--- config.mk ---
export PLATFORM = sky130hd
export DESIGN_NAME = gear_ratio_detector_top_flat
export DESIGN_NICKNAME = d
export VERILOG_FILES = /design/src/hw/rtl/grd_pkg.sv /design/src/hw/rtl/grd_in_if.sv /design/src/hw/rtl/grd_out_if.sv /design/src/hw/rtl/gear_ratio_detector_top.sv /design/src/hw/rtl/grd_cfg.sv /design/src/hw/rtl/grd_prod.sv /design/src/hw/rtl/grd_decide.sv /design/src/flat_wrapper.sv
export VERILOG_INCLUDE_DIRS = /design/src /design/src/hw/rtl
export SDC_FILE = /design/constraint.sdc
export NUM_CORES = 2
export LEC_CHECK = 0
export BUFFER_PORTS_ARGS = -buffer_cell sky130_fd_sc_hd__buf_4
export CAP_MARGIN = 20
export CORE_ASPECT_RATIO = 2
export CORE_UTILIZATION = 40
export DETAILED_ROUTE_END_ITERATION = 10
export HOLD_SLACK_MARGIN = 0.06
export PLACE_DENSITY_LB_ADDON = 0.3
export SYNTH_ARGS = -nofsm -noshare
export SYNTH_HDL_FRONTEND = slang
export SYNTH_SLANG_ARGS = --single-unit
--- constraint.sdc ---
create_clock -name clk -period 10.4 [get_ports clk]
set_input_delay 0.52 -clock clk [delete_from_list [all_inputs] [get_ports clk]]
set_output_delay 0.52 -clock clk [all_outputs]
set_load 0.05 [all_outputs]
--- src/hw/rtl/gear_ratio_detector_top_macros.svh ---
// Assertion macros used by grd_decide.
`ifndef GEAR_RATIO_DETECTOR_TOP_MACROS_SVH
`define GEAR_RATIO_DETECTOR_TOP_MACROS_SVH

`ifndef NO_ASSERTIONS
// Checked only outside reset.
`define GRD_ASSERT(lbl, prop, msg) \
	lbl: assert property (@(posedge clk) disable iff (!arst_n) prop) else $error(msg);
// Checked on every edge, reset included.
`define GRD_ASSERT_ALWAYS(lbl, prop, msg) \
	lbl: assert property (@(posedge clk) prop) else $error(msg);
`else
`define GRD_ASSERT(lbl, prop, msg)
`define GRD_ASSERT_ALWAYS(lbl, prop, msg)
`endif

`endif

--- src/hw/rtl/grd_pkg.sv ---
`timescale 1ns / 1ps
package grd_pkg;

	localparam int CFG_W      = 16;
	localparam int TIME_W     = 32;
	localparam int GEAR_W     = 3;
	localparam int SPEED_W    = 8;
	localparam int CFG_IDX_W  = 3;
	localparam int RATIO_FRAC = 12;
	localparam int SPEED_FRAC = 16;
	localparam int SHAFT_MIN  = 100;
	localparam int WHEEL_MIN  = 10;

	localparam logic [SPEED_W-1:0] SPEED_MAX = 8'd255;

	localparam logic [GEAR_W-1:0] GEAR_NEUTRAL = 3'd0;
	localparam logic [GEAR_W-1:0] GEAR_REVERSE = 3'd1;
	localparam logic [GEAR_W-1:0] GEAR_FIRST   = 3'd2;
	localparam logic [GEAR_W-1:0] GEAR_SECOND  = 3'd3;
	localparam logic [GEAR_W-1:0] GEAR_THIRD   = 3'd4;

	localparam logic [CFG_IDX_W-1:0] REG_RATIO_REVERSE = 3'd0;
	localparam logic [CFG_IDX_W-1:0] REG_RATIO_FIRST   = 3'd1;
	localparam logic [CFG_IDX_W-1:0] REG_RATIO_SECOND  = 3'd2;
	localparam logic [CFG_IDX_W-1:0] REG_RATIO_THIRD   = 3'd3;
	localparam logic [CFG_IDX_W-1:0] REG_RATIO_TOL     = 3'd4;
	localparam logic [CFG_IDX_W-1:0] REG_TIMEOUT       = 3'd5;
	localparam logic [CFG_IDX_W-1:0] REG_SPEED_SCALE   = 3'd6;

	localparam logic [CFG_W-1:0] RST_RATIO_REVERSE = 16'd14090;
	localparam logic [CFG_W-1:0] RST_RATIO_FIRST   = 16'd14090;
	localparam logic [CFG_W-1:0] RST_RATIO_SECOND  = 16'd9052;
	localparam logic [CFG_W-1:0] RST_RATIO_THIRD   = 16'd5612;
	localparam logic [CFG_W-1:0] RST_RATIO_TOL     = 16'd410;
	localparam logic [CFG_W-1:0] RST_TIMEOUT       = 16'd500;
	localparam logic [CFG_W-1:0] RST_SPEED_SCALE   = 16'd4874;

	typedef struct packed {
		logic [CFG_W-1:0] ratio_reverse;
		logic [CFG_W-1:0] ratio_first;
		logic [CFG_W-1:0] ratio_second;
		logic [CFG_W-1:0] ratio_third;
		logic [CFG_W-1:0] ratio_tolerance;
		logic [CFG_W-1:0] stability_timeout_ms;
		logic [CFG_W-1:0] speed_scale;
	} cfg_t;

	typedef struct packed {
		logic load_s1;
		logic load_s2;
		logic commit;
	} pipe_ctrl_t;

endpackage

--- src/hw/rtl/grd_in_if.sv ---
`timescale 1ns / 1ps
interface grd_in_if #(parameter int RPM_BITS = 14) ();
	import grd_pkg::*;

	logic                       valid;
	logic                       ready;
	logic signed [RPM_BITS-1:0] shaft_rpm;
	logic signed [RPM_BITS-1:0] wheel_rpm;
	logic [TIME_W-1:0]          now_ms;

	modport source(output valid, shaft_rpm, wheel_rpm, now_ms, input ready);
	modport sink(input valid, shaft_rpm, wheel_rpm, now_ms, output ready);
endinterface

--- src/hw/rtl/grd_out_if.sv ---
`timescale 1ns / 1ps
interface grd_out_if ();
	import grd_pkg::*;

	logic               valid;
	logic               ready;
	logic [GEAR_W-1:0]  gear;
	logic               gear_changed;
	logic [SPEED_W-1:0] speed_mph;
	logic               speed_changed;

	modport source(output valid, gear, gear_changed, speed_mph, speed_changed, input ready);
	modport sink(input valid, gear, gear_changed, speed_mph, speed_changed, output ready);
endinterface

--- src/hw/rtl/gear_ratio_detector_top.sv ---
`timescale 1ns / 1ps
// Gear ratio detector. Takes one sample transaction per clock while the result side is
// ready and returns exactly one result transaction per sample, in order. The first
// stage registers the sample, the second runs six parallel 16 x RPM_BITS multipliers
// (four ratio products, the tolerance product and the speed product), the third does
// the ratio compares, the stability timing and the speed rounding and holds the
// result. A stalled result stalls the pipe only as far as it is full. The user must
// write registers through cfg_we/cfg_index/cfg_data only while no sample is in flight;
// the block itself does not enforce this. An index with no register is ignored.
module gear_ratio_detector_top #(
	parameter int RPM_BITS = 14
) (
	input  logic                           clk,
	input  logic                           arst_n,
	grd_in_if.sink                         sample,
	grd_out_if.source                      result,
	input  logic                           cfg_we,
	input  logic [grd_pkg::CFG_IDX_W-1:0]  cfg_index,
	input  logic [grd_pkg::CFG_W-1:0]      cfg_data
);
	import grd_pkg::*;

	localparam int PW = CFG_W + RPM_BITS;

	cfg_t       cfg;
	pipe_ctrl_t ctrl;

	logic v_s1_q;
	logic v_s2_q;
	logic out_v_q;
	logic en_s1;
	logic en_s2;
	logic en_out;

	logic signed [RPM_BITS-1:0] shaft_s2;
	logic [RPM_BITS-1:0]        mag_s2;
	logic                       wheel_neg_s2;
	logic                       wheel_pos_s2;
	logic [TIME_W-1:0]          now_s2;
	logic [PW-1:0]              rev_prod_s2;
	logic [PW-1:0]              first_prod_s2;
	logic [PW-1:0]              second_prod_s2;
	logic [PW-1:0]              third_prod_s2;
	logic [PW-1:0]              tol_prod_s2;
	logic [PW-1:0]              speed_prod_s2;

	// advance a stage when the one after it empties or is empty
	assign en_out = !out_v_q || result.ready;
	assign en_s2  = !v_s2_q || en_out;
	assign en_s1  = !v_s1_q || en_s2;

	assign sample.ready = en_s1;
	assign result.valid = out_v_q;

	assign ctrl.load_s1 = sample.valid && en_s1;
	assign ctrl.load_s2 = v_s1_q && en_s2;
	assign ctrl.commit  = v_s2_q && en_out;

	always_ff @(posedge clk or negedge arst_n) begin
		if (!arst_n) begin
			v_s1_q  <= 1'b0;
			v_s2_q  <= 1'b0;
			out_v_q <= 1'b0;
		end else begin
			if (en_s1)
				v_s1_q <= sample.valid;
			if (en_s2)
				v_s2_q <= v_s1_q;
			if (en_out)
				out_v_q <= v_s2_q;
		end
	end

	grd_cfg u_cfg (
		.clk       (clk),
		.arst_n    (arst_n),
		.cfg_we    (cfg_we),
		.cfg_index (cfg_index),
		.cfg_data  (cfg_data),
		.cfg       (cfg)
	);

	grd_prod #(.RPM_BITS(RPM_BITS)) u_prod (
		.clk            (clk),
		.cfg            (cfg),
		.ctrl           (ctrl),
		.shaft_rpm      (sample.shaft_rpm),
		.wheel_rpm      (sample.wheel_rpm),
		.now_ms         (sample.now_ms),
		.shaft_s2       (shaft_s2),
		.mag_s2         (mag_s2),
		.wheel_neg_s2   (wheel_neg_s2),
		.wheel_pos_s2   (wheel_pos_s2),
		.now_s2         (now_s2),
		.rev_prod_s2    (rev_prod_s2),
		.first_prod_s2  (first_prod_s2),
		.second_prod_s2 (second_prod_s2),
		.third_prod_s2  (third_prod_s2),
		.tol_prod_s2    (tol_prod_s2),
		.speed_prod_s2  (speed_prod_s2)
	);

	grd_decide #(.RPM_BITS(RPM_BITS)) u_decide (
		.clk            (clk),
		.arst_n         (arst_n),
		.cfg            (cfg),
		.ctrl           (ctrl),
		.shaft_s2       (shaft_s2),
		.mag_s2         (mag_s2),
		.wheel_neg_s2   (wheel_neg_s2),
		.wheel_pos_s2   (wheel_pos_s2),
		.now_s2         (now_s2),
		.rev_prod_s2    (rev_prod_s2),
		.first_prod_s2  (first_prod_s2),
		.second_prod_s2 (second_prod_s2),
		.third_prod_s2  (third_prod_s2),
		.tol_prod_s2    (tol_prod_s2),
		.speed_prod_s2  (speed_prod_s2),
		.gear           (result.gear),
		.gear_changed   (result.gear_changed),
		.speed_mph      (result.speed_mph),
		.speed_changed  (result.speed_changed)
	);
endmodule

--- src/hw/rtl/grd_cfg.sv ---
`timescale 1ns / 1ps
module grd_cfg (
	input  logic                           clk,
	input  logic                           arst_n,
	input  logic                           cfg_we,
	input  logic [grd_pkg::CFG_IDX_W-1:0]  cfg_index,
	input  logic [grd_pkg::CFG_W-1:0]      cfg_data,
	output grd_pkg::cfg_t                  cfg
);
	import grd_pkg::*;

	cfg_t cfg_q;

	always_ff @(posedge clk or negedge arst_n) begin
		if (!arst_n) begin
			cfg_q.ratio_reverse        <= RST_RATIO_REVERSE;
			cfg_q.ratio_first          <= RST_RATIO_FIRST;
			cfg_q.ratio_second         <= RST_RATIO_SECOND;
			cfg_q.ratio_third          <= RST_RATIO_THIRD;
			cfg_q.ratio_tolerance      <= RST_RATIO_TOL;
			cfg_q.stability_timeout_ms <= RST_TIMEOUT;
			cfg_q.speed_scale          <= RST_SPEED_SCALE;
		end else if (cfg_we) begin
			case (cfg_index)
				REG_RATIO_REVERSE: cfg_q.ratio_reverse        <= cfg_data;
				REG_RATIO_FIRST:   cfg_q.ratio_first          <= cfg_data;
				REG_RATIO_SECOND:  cfg_q.ratio_second         <= cfg_data;
				REG_RATIO_THIRD:   cfg_q.ratio_third          <= cfg_data;
				REG_RATIO_TOL:     cfg_q.ratio_tolerance      <= cfg_data;
				REG_TIMEOUT:       cfg_q.stability_timeout_ms <= cfg_data;
				REG_SPEED_SCALE:   cfg_q.speed_scale          <= cfg_data;
				default: ;
			endcase
		end
	end

	assign cfg = cfg_q;
endmodule

--- src/hw/rtl/grd_prod.sv ---
`timescale 1ns / 1ps
module grd_prod #(
	parameter int RPM_BITS = 14
) (
	input  logic                                    clk,
	input  grd_pkg::cfg_t                           cfg,
	input  grd_pkg::pipe_ctrl_t                     ctrl,
	input  logic signed [RPM_BITS-1:0]              shaft_rpm,
	input  logic signed [RPM_BITS-1:0]              wheel_rpm,
	input  logic [grd_pkg::TIME_W-1:0]              now_ms,
	output logic signed [RPM_BITS-1:0]              shaft_s2,
	output logic [RPM_BITS-1:0]                     mag_s2,
	output logic                                    wheel_neg_s2,
	output logic                                    wheel_pos_s2,
	output logic [grd_pkg::TIME_W-1:0]              now_s2,
	output logic [grd_pkg::CFG_W+RPM_BITS-1:0]      rev_prod_s2,
	output logic [grd_pkg::CFG_W+RPM_BITS-1:0]      first_prod_s2,
	output logic [grd_pkg::CFG_W+RPM_BITS-1:0]      second_prod_s2,
	output logic [grd_pkg::CFG_W+RPM_BITS-1:0]      third_prod_s2,
	output logic [grd_pkg::CFG_W+RPM_BITS-1:0]      tol_prod_s2,
	output logic [grd_pkg::CFG_W+RPM_BITS-1:0]      speed_prod_s2
);
	import grd_pkg::*;

	localparam int PW = CFG_W + RPM_BITS;

	logic signed [RPM_BITS-1:0] shaft_s1;
	logic signed [RPM_BITS-1:0] wheel_s1;
	logic [TIME_W-1:0]          now_s1;
	logic [RPM_BITS-1:0]        mag;

	always_ff @(posedge clk) begin
		if (ctrl.load_s1) begin
			shaft_s1 <= shaft_rpm;
			wheel_s1 <= wheel_rpm;
			now_s1   <= now_ms;
		end
	end

	// the most negative value maps onto its own bit pattern, read as unsigned
	assign mag = wheel_s1[RPM_BITS-1] ? RPM_BITS'(-wheel_s1) : RPM_BITS'(wheel_s1);

	always_ff @(posedge clk) begin
		if (ctrl.load_s2) begin
			shaft_s2       <= shaft_s1;
			mag_s2         <= mag;
			wheel_neg_s2   <= wheel_s1[RPM_BITS-1];
			wheel_pos_s2   <= !wheel_s1[RPM_BITS-1] && (wheel_s1 != '0);
			now_s2         <= now_s1;
			rev_prod_s2    <= PW'(cfg.ratio_reverse) * PW'(mag);
			first_prod_s2  <= PW'(cfg.ratio_first) * PW'(mag);
			second_prod_s2 <= PW'(cfg.ratio_second) * PW'(mag);
			third_prod_s2  <= PW'(cfg.ratio_third) * PW'(mag);
			tol_prod_s2    <= PW'(cfg.ratio_tolerance) * PW'(mag);
			speed_prod_s2  <= PW'(cfg.speed_scale) * PW'(mag);
		end
	end
endmodule

--- src/hw/rtl/grd_decide.sv ---
`timescale 1ns / 1ps
`include "gear_ratio_detector_top_macros.svh"
module grd_decide #(
	parameter int RPM_BITS = 14
) (
	input  logic                                    clk,
	input  logic                                    arst_n,
	input  grd_pkg::cfg_t                           cfg,
	input  grd_pkg::pipe_ctrl_t                     ctrl,
	input  logic signed [RPM_BITS-1:0]              shaft_s2,
	input  logic [RPM_BITS-1:0]                     mag_s2,
	input  logic                                    wheel_neg_s2,
	input  logic                                    wheel_pos_s2,
	input  logic [grd_pkg::TIME_W-1:0]              now_s2,
	input  logic [grd_pkg::CFG_W+RPM_BITS-1:0]      rev_prod_s2,
	input  logic [grd_pkg::CFG_W+RPM_BITS-1:0]      first_prod_s2,
	input  logic [grd_pkg::CFG_W+RPM_BITS-1:0]      second_prod_s2,
	input  logic [grd_pkg::CFG_W+RPM_BITS-1:0]      third_prod_s2,
	input  logic [grd_pkg::CFG_W+RPM_BITS-1:0]      tol_prod_s2,
	input  logic [grd_pkg::CFG_W+RPM_BITS-1:0]      speed_prod_s2,
	output logic [grd_pkg::GEAR_W-1:0]              gear,
	output logic                                    gear_changed,
	output logic [grd_pkg::SPEED_W-1:0]             speed_mph,
	output logic                                    speed_changed
);
	import grd_pkg::*;

	localparam int PW = CFG_W + RPM_BITS;
	localparam logic signed [RPM_BITS-1:0] SHAFT_MIN_V = RPM_BITS'(SHAFT_MIN);
	localparam logic [RPM_BITS-1:0]        WHEEL_MIN_V = RPM_BITS'(WHEEL_MIN);
	localparam logic [PW:0]                ROUND_HALF  = (PW+1)'(1) << (SPEED_FRAC - 1);

	logic [GEAR_W-1:0]  held_q;
	logic [GEAR_W-1:0]  cand_q;
	logic [TIME_W-1:0]  cand_since_q;
	logic [TIME_W-1:0]  last_conf_q;
	logic [SPEED_W-1:0] shown_q;
	logic               gear_chg_q;
	logic               speed_chg_q;

	logic [PW-1:0]       shaft_sc;
	logic                neutral;
	logic [GEAR_W-1:0]   detected;
	logic [TIME_W-1:0]   timeout;
	logic [TIME_W-1:0]   el_cand;
	logic [TIME_W-1:0]   el_last;
	logic [GEAR_W-1:0]   confirmed;
	logic                take_cand;
	logic                stamp_conf;
	logic [PW:0]         speed_sum;
	logic [RPM_BITS:0]   mph_full;
	logic [SPEED_W-1:0]  mph_sat;
	logic [SPEED_W-1:0]  new_speed;
	logic [SPEED_W-1:0]  speed_delta;

	function automatic logic ratio_ok(input logic [PW-1:0] a, input logic [PW-1:0] p,
	                                  input logic [PW-1:0] tol);
		logic [PW-1:0] d;
		d = (a >= p) ? a - p : p - a;
		return d <= tol;
	endfunction

	// shaft sign only matters below the neutral floor, so the low bits suffice
	assign shaft_sc = PW'({shaft_s2[RPM_BITS-2:0], {RATIO_FRAC{1'b0}}});
	assign neutral  = (shaft_s2 < SHAFT_MIN_V) || (mag_s2 < WHEEL_MIN_V);

	always_comb begin
		if (neutral)
			detected = GEAR_NEUTRAL;
		else if (wheel_neg_s2 && ratio_ok(shaft_sc, rev_prod_s2, tol_prod_s2))
			detected = GEAR_REVERSE;
		else if (ratio_ok(shaft_sc, first_prod_s2, tol_prod_s2))
			detected = GEAR_FIRST;
		else if (ratio_ok(shaft_sc, second_prod_s2, tol_prod_s2))
			detected = GEAR_SECOND;
		else if (ratio_ok(shaft_sc, third_prod_s2, tol_prod_s2))
			detected = GEAR_THIRD;
		else
			detected = GEAR_NEUTRAL;
	end

	assign timeout   = TIME_W'(cfg.stability_timeout_ms);
	assign el_cand   = now_s2 - cand_since_q;
	assign el_last   = now_s2 - last_conf_q;
	assign take_cand = (detected != cand_q);

	always_comb begin
		stamp_conf = 1'b0;
		confirmed  = held_q;
		if (!take_cand) begin
			if (el_cand >= timeout) begin
				confirmed  = cand_q;
				stamp_conf = 1'b1;
			end
		end else if (el_last > timeout) begin
			confirmed = GEAR_NEUTRAL;
		end
	end

	// round half up, then saturate
	assign speed_sum   = {1'b0, speed_prod_s2} + ROUND_HALF;
	assign mph_full    = speed_sum[PW:SPEED_FRAC];
	assign mph_sat     = (|mph_full[RPM_BITS:SPEED_W]) ? SPEED_MAX : mph_full[SPEED_W-1:0];
	assign new_speed   = wheel_pos_s2 ? mph_sat : '0;
	assign speed_delta = (new_speed >= shown_q) ? new_speed - shown_q : shown_q - new_speed;

	always_ff @(posedge clk or negedge arst_n) begin
		if (!arst_n) begin
			held_q       <= GEAR_NEUTRAL;
			cand_q       <= GEAR_NEUTRAL;
			cand_since_q <= '0;
			last_conf_q  <= '0;
			shown_q      <= '0;
		end else if (ctrl.commit) begin
			held_q <= confirmed;
			if (take_cand) begin
				cand_q       <= detected;
				cand_since_q <= now_s2;
			end
			if (stamp_conf)
				last_conf_q <= now_s2;
			if (speed_delta > SPEED_W'(1))
				shown_q <= new_speed;
		end
	end

	always_ff @(posedge clk) begin
		if (ctrl.commit) begin
			gear_chg_q  <= (confirmed != held_q);
			speed_chg_q <= (speed_delta > SPEED_W'(1));
		end
	end

	assign gear          = held_q;
	assign gear_changed  = gear_chg_q;
	assign speed_mph     = shown_q;
	assign speed_changed = speed_chg_q;

	`GRD_ASSERT(a_gear_chg_flag, ctrl.commit |=> (gear_chg_q == (held_q != $past(held_q))), "gear_changed disagrees with held gear")
	`GRD_ASSERT(a_state_hold, !ctrl.commit |=> ($stable(held_q) && $stable(cand_q) && $stable(shown_q)), "state moved without a transaction")
	`GRD_ASSERT(a_speed_chg_flag, ctrl.commit |=> (speed_chg_q == (shown_q != $past(shown_q))), "speed_changed disagrees with shown speed")
	`GRD_ASSERT(a_gear_range, (held_q <= GEAR_THIRD) && (cand_q <= GEAR_THIRD), "gear code out of range")
endmodule

--- src/flat_wrapper.sv ---
// flat-port wrapper written by rule: the top's interface ports become plain ports
module gear_ratio_detector_top_flat import grd_pkg::*;
#(
	parameter int RPM_BITS = 14
)
  (clk, arst_n, cfg_we, cfg_index, cfg_data, sample_valid, sample_shaft_rpm, sample_wheel_rpm, sample_now_ms, sample_ready, result_valid, result_gear, result_gear_changed, result_speed_mph, result_speed_changed, result_ready);
  grd_in_if #(.RPM_BITS(RPM_BITS)) sample_i ();
  grd_out_if result_i ();
  input  logic clk;
  input  logic arst_n;
  input  logic cfg_we;
  input  logic [grd_pkg::CFG_IDX_W-1:0] cfg_index;
  input  logic [grd_pkg::CFG_W-1:0] cfg_data;
  input wire logic [$bits(sample_i.valid)-1:0] sample_valid;
  input wire logic [$bits(sample_i.shaft_rpm)-1:0] sample_shaft_rpm;
  input wire logic [$bits(sample_i.wheel_rpm)-1:0] sample_wheel_rpm;
  input wire logic [$bits(sample_i.now_ms)-1:0] sample_now_ms;
  output wire logic [$bits(sample_i.ready)-1:0] sample_ready;
  output wire logic [$bits(result_i.valid)-1:0] result_valid;
  output wire logic [$bits(result_i.gear)-1:0] result_gear;
  output wire logic [$bits(result_i.gear_changed)-1:0] result_gear_changed;
  output wire logic [$bits(result_i.speed_mph)-1:0] result_speed_mph;
  output wire logic [$bits(result_i.speed_changed)-1:0] result_speed_changed;
  input wire logic [$bits(result_i.ready)-1:0] result_ready;
  assign sample_i.valid = sample_valid;
  assign sample_i.shaft_rpm = sample_shaft_rpm;
  assign sample_i.wheel_rpm = sample_wheel_rpm;
  assign sample_i.now_ms = sample_now_ms;
  assign sample_ready = sample_i.ready;
  assign result_valid = result_i.valid;
  assign result_gear = result_i.gear;
  assign result_gear_changed = result_i.gear_changed;
  assign result_speed_mph = result_i.speed_mph;
  assign result_speed_changed = result_i.speed_changed;
  assign result_i.ready = result_ready;
  gear_ratio_detector_top #(.RPM_BITS(RPM_BITS)) u_core (.clk(clk), .arst_n(arst_n), .sample(sample_i), .result(result_i), .cfg_we(cfg_we), .cfg_index(cfg_index), .cfg_data(cfg_data));
endmodule
-- Yosys cells after proc, flatten, opt, wreduce, memory -nomap -nowiden
Index checks and enable logic that the tools add are counted.
- $add $sub $neg: 14
- $mul: 6
- order comparisons: 14
- eq/ne operators: 8
- muxes and demuxes: 18
- reduce and logical (&&, ||, !) cells: 26
- operators by type and width (cell ; count):
    multiplier 16 x 14 -> 30 bit ; 6
    greater-or-equal comparator 25 x 30 -> 1 bit ; 4
    less-or-equal comparator 30 bit ; 4
    two-way mux 30 bit ; 4
    subtractor 25 x 30 -> 30 bit ; 4
    subtractor 30 x 25 -> 30 bit ; 4
    subtractor 32 bit ; 2
    greater-or-equal comparator 32 x 16 -> 1 bit ; 1
    greater-than comparator 32 x 16 -> 1 bit ; 1
    adder 30 x 16 -> 31 bit (second input constant) ; 1
    two-way mux 3 bit ; 8
    two-way mux 8 bit ; 3
    AND reduction 2 bit ; 10
    subtractor 8 bit ; 2
    < comparator 14 x 4 -> 1 bit (second input constant) ; 1
    < comparator 14 x 8 -> 1 bit (second input constant) ; 1
    two-way mux 14 bit ; 1
    negator 14 bit ; 1
    nonzero test 14 bit ; 1
    equality test 3 bit (second input constant) ; 3
    greater-or-equal comparator 8 bit ; 1
    greater-than comparator 8 x 1 -> 1 bit (second input constant) ; 1
    OR reduction 7 bit ; 1
    equality test 3 x 2 -> 1 bit (second input constant) ; 2
    other kinds (7) ; 19
- register bits: 497
- bits of input ports: 84

-- Longest topological paths before layout
- depth in word-level cells: 11
- depth in mapped cells: 34

-- By module
A second synthesis with hierarchy kept.
- cell total of the unflattened synthesis: 8305
- area total of the unflattened synthesis: 77204.0 sq um
- modules (own cells, without submodules) (module ; times used ; cells each ; area each (sq um) ; seq. area each (sq um)):
    grd_prod ; 1 ; 5601 ; 54232.0 ; 9068.7
    grd_decide ; 1 ; 2447 ; 18470.2 ; 2011.9
    grd_cfg ; 1 ; 245 ; 4360.4 ; 2859.0
    gear_ratio_detector_top ; 1 ; 12 ; 141.4 ; 75.1

-- Least setup slack after synthesis
Ideal clock, no wire load.
- kind: flip-flop to flip-flop
- start: reg u_core.u_prod.wheel_s1[3]
- end: reg u_core.u_prod.speed_prod_s2[29] (netlist bit) (data pin)
- library setup time: 260 ps
- arrival time: 8058 ps
- path slack: 2082 ps
- cell stages (with the launch flop): 30
- path buffers: 2
- clock period less this slack: 8318 ps
- cells stage by stage: edfxtp_1 -> or4_1 -> or2_2 -> or4_1 -> o31ai_1 -> xnor2_1 -> clkbuf_1 -> clkbuf_1 -> nand2_1 -> fa_1 -> fa_1 -> inv_1 -> fa_1 -> fa_1 -> fa_1 -> inv_1 -> fa_1 -> inv_1 -> ha_1 -> and3_1 -> a221oi_1 -> o21ai_0 -> a211oi_1 -> a211oi_1 -> nor3_1 -> o21bai_1 -> nand3_1 -> a21o_1 -> o21bai_1 -> xnor2_1
- cells in the longest elaborated chain, start to end: 3
- ends and longest elaborated chain (element ; line ; RTL):
    from (decl) ; grd_prod.sv:28 ; logic signed [RPM_BITS-1:0] wheel_s1;
    from (signal assigned) ; grd_prod.sv:35 ; wheel_s1 <= wheel_rpm;
    negator 14 bit ; grd_prod.sv:41 ; assign mag = wheel_s1[RPM_BITS-1] ? RPM_BITS'(-wheel_s1) : RPM_BITS'(wheel_s1);
    two-way mux 14 bit * ; grd_prod.sv:41 ;
    multiplier 16 x 14 -> 30 bit * ; grd_prod.sv:55 ; speed_prod_s2 <= PW'(cfg.speed_scale) * PW'(mag);
    to (signal assigned) ; grd_prod.sv:55 ;
    to (decl) ; grd_prod.sv:21 ; output logic [grd_pkg::CFG_W+RPM_BITS-1:0] speed_prod_s2
Mark *: on every way between the ends. The rest lies on a longest branch, timed or not.
A chain may end at the register's enable or synchronous reset.

-- Worst setup path in the final report
- start: reg u_core.u_prod.wheel_s1[3]
- end: reg u_core.u_prod.speed_prod_s2[27] (netlist bit) (data pin)
Same word-level chain as after synthesis.

==> results.md <==
* Hold Path Class: primary input to register
* Final hold vios at 0
* WP data arrival at 9430 ps
* Setup bufs post-CTS at 0
* Initial antenna violation count at 17
* Area post-placement at around 0.078 mm²
* Worst setup SP type: register
* NumNets Final at around 9,900
* DRT Wirelength at 242 mm
* Die Wd at 307 µm
* Largest net degree at the start of global routing at 78
* # clock sinks at 481
* Post-DR vias/cell at 5.49
* Dominant synthesized flop cell: edfxtp_1
* FP Rows at 223
* GP Congestion at between 1 and 1.5
* Outcome: complete, no violations
* Final period utilization at 86.3%
* Max cap viols at 0
* Core area at 0.185 mm²
* Dpl cells at slightly above 10,000
* Synth Warn # at 0
* Mapped Area at around 0.074 mm²
* Worst skew pair latency at 730 ps
* DRT Pass-1 Iters at 5
* Die H at 612 µm
* Initial core utilization at 40.3%
* Vias in the first global route at 63,100
* Asr flop ratio synth at 40.1%
* DR WL/cell at 23.1 µm
* Worst slew pin tran at about 1200 ps
* Clock slew at reported path FFs at 70 ps
* Crit-path max FO at 26
* CTS tree: yes
* Synth Register Bits at about 480
* Crit end category: register
* Setup TNS at 0 ps
* Worst EP required at 10,850 ps
* Initial DRC count at 2,863
* Vias after detailed routing at 57,500
* Post-synth EDFFs at between 200 and 300
* H-tree levels at 2
* Finished Cell Area at 0.0806 mm²
* Crit Path Category: register to register
* Worst slew margin at 21.4%
* I/O pin count at 99
* CP max-delay cell: a211oi_1
* Hpwl dp at 193 mm
* Congestion Overflow GR at 0
* Synth area leaders: fa_1 (27%), ha_1 (15%), edfxtp_1 (12%)
* Layout area overhead at 8.23%
* Largest stage delay on the critical path at about 580 ps
* Num CTS Buffers at 55
* Largest area contributor in the netlist: fa_1
* First-pass GRT wire length at roughly 370 mm
* Buffer depth of the longest clock path at 3
* Synthesized area per cell at 9.38 µm²
* Final core occ at 43.6%
* Setup violators final at 0
* Cell variety after synth at 97
* Slew Limit Fails at 0
* Share of the synthesized area in the top cell type at 26.8%
* Routed Antenna Nets at 0
* Mapped Cells at 7,943
* Final Skew at about 36 ps
* Final min period at 8980 ps
* DRC at 0
* Fmax at approximately 0.11 GHz
* Share of layout cells above drive strength 1 at 7.06%
* Global Route Usage Sum at 26.0%
* Syn nets at 9,921
* Post-synthesis sequential area ratio at 18.2%
* CTS root buf: clkbuf_16
* Non-Filler Instances at 10,500
* RSZ-0062 raised after global routing: no
* DIE AREA at 0.188 mm²
* Port Buffer Count at 98
* Most frequent cell on the critical path: fa_1
cells by family after synthesis:
| logic type | after synthesis | synth area share [%] |
|---|---|---|
| xor gates and xnor gates | 324 | 3.81 |
| AOI/OAI and AO/OA | 1087 | 9.49 |
| buffers and inverters | 1633 | 8.31 |
| muxes | 183 | 2.87 |
| adders and majority gates | 1894 | 41.9 |
| and+or+nand+nor | 2341 | 15.5 |
| DFF | 481 | 18.2 |
layout make-up:
| type | instances | area (µm²) |
|---|---|---|
| multi-input cells | 5829 | 54900 |
| fillers | 18100 | 104000 |
| flip-flops and latches | 481 | 13500 |
| diodes | 17 | 42.5 |
| clock inverters | 40 | 485 |
| well taps | 2475 | 3100 |
| clock buffers | 64 | 1430 |
| inverters | 1311 | 4920 |
| repair buffers | 259 | 2200 |
critical path, delay by kind of cell, from the launching register on:
family	cells	cell delay, ps
DFF	1	470
xor gates and xnor gates	1	100
adders and majority gates	7	3230
buffers and inverters	5	470
AOI/OAI and AO/OA	7	1820
and+or+nand+nor	9	2630
registers in the layout, summed over array words and instances, names as in the netlist, 3 cells and up:
register                      cells
u_core.u_decide.gear              3
u_core.u_decide.last_conf_q      32
u_core.u_prod.rev_prod_s2        30
u_core.u_cfg.cfg                112
u_core.u_prod.shaft_s2           14
u_core.u_prod.first_prod_s2      30
u_core.u_prod.wheel_s1           14
u_core.u_decide.cand_q            3
u_core.u_decide.cand_since_q     32
u_core.u_prod.tol_prod_s2        30
u_core.u_prod.mag_s2             13
u_core.u_prod.speed_prod_s2      15
u_core.u_prod.now_s1             32
u_core.u_prod.now_s2             32
u_core.u_prod.second_prod_s2     30
u_core.u_prod.shaft_s1           14
u_core.u_prod.third_prod_s2      30
u_core.u_decide.speed_mph         8
cells in the mapped netlist, types with 24 or more instances:
| master | count |
|---|---|
| nand2b_1 | 50 |
| nand2_1 | 1006 |
| and2_1 | 623 |
| mux2i_1 | 27 |
| o21a_1 | 49 |
| o21ai_0 | 213 |
| or3_1 | 26 |
| dfrtp_1 | 148 |
| nand3_1 | 94 |
| nor2b_1 | 30 |
| and3_1 | 27 |
| a21o_1 | 127 |
| xnor2_1 | 219 |
| a31oi_1 | 44 |
| fa_1 | 997 |
| inv_1 | 1311 |
| nand4_1 | 57 |
| a21oi_1 | 314 |
| nor4_1 | 27 |
| mux2_2 | 126 |
| edfxtp_1 | 288 |
| clkbuf_1 | 309 |
| mux2_4 | 30 |
| nor3_1 | 87 |
| dfstp_2 | 45 |
| o31ai_1 | 24 |
| a211oi_1 | 39 |
| ha_1 | 897 |
| xor2_1 | 105 |
| nor2_1 | 228 |
| o21bai_1 | 36 |
metrics by stage:
step	hold slack [ps]	setup WS, ps
global placement	405	1390
floorplan	224	2080
CTS	88.1	1350
finish	116	1420
global route	133	982
detailed placement	406	1410
per-layer routing:
metal	vias up	wire, µm	global-route usage, %	share of wire, %
met4	6	23300	21.9	9.6
met3	839	11500	3.94	4.8
met5	-	41	0	0.017
li1	25800	-	-	-
met1	29000	77300	24.0	32
met2	1802	130000	49.3	54
placed cells by master (no fill, tap or decap), types with 30 or more instances in the layout:
cell / netlist / layout
nand2b_1: 50 / 50
dlygate4sd3_1: 0 / 62
xnor2_1: 219 / 208
nand4_1: 57 / 57
ha_1: 897 / 897
mux2_2: 126 / 125
inv_1: 1311 / 1311
nor3_1: 87 / 85
dfstp_2: 45 / 45
a211oi_1: 39 / 39
a21o_1: 127 / 127
xor2_1: 105 / 105
o21ai_0: 213 / 213
edfxtp_1: 288 / 288
nor2_1: 228 / 226
a21oi_1: 314 / 314
dfrtp_1: 148 / 148
nand2_1: 1006 / 1006
nand3_1: 94 / 94
o21a_1: 49 / 49
buf_4: 0 / 187
mux2_4: 30 / 31
o21bai_1: 36 / 36
a31oi_1: 44 / 44
fa_1: 997 / 997
nor2b_1: 30 / 30
clkbuf_16: 0 / 55
and2_1: 623 / 621
timing repair:
item | CTS | global route
hold buffers | 62 | 0
resized for setup | 0 | 0
setup endpoints to repair | 0 | 0
endpoints found under the hold margin | 112 | 0
final timing paths:
| check | from | end | slack (ps) | cells after the start |
|---|---|---|---|---|
| setup reg to reg | u_core.u_prod.wheel_s1[3] | u_core.u_prod.speed_prod_s2[27] | 1420 | 29 |
| max in group asynchronous | arst_n | u_core.u_decide.last_conf_q[27] | 8460 | 3 |
| setup / recovery | u_core.u_prod.wheel_s1[3] | u_core.u_prod.speed_prod_s2[27] | 1420 | 29 |
| hold reg to reg | u_core.u_prod.shaft_s1[11] | u_core.u_prod.shaft_s2[11] | 420 | 0 |
| min in group asynchronous | arst_n | u_core.u_cfg.cfg[41] | 400 | 2 |
| hold / removal | result_ready | u_core.result.valid | 120 | 3 |
Power is left out: the tool's default activity adds up to more than one toggle a clock period on the data nets, which glitch-free logic cannot reach.
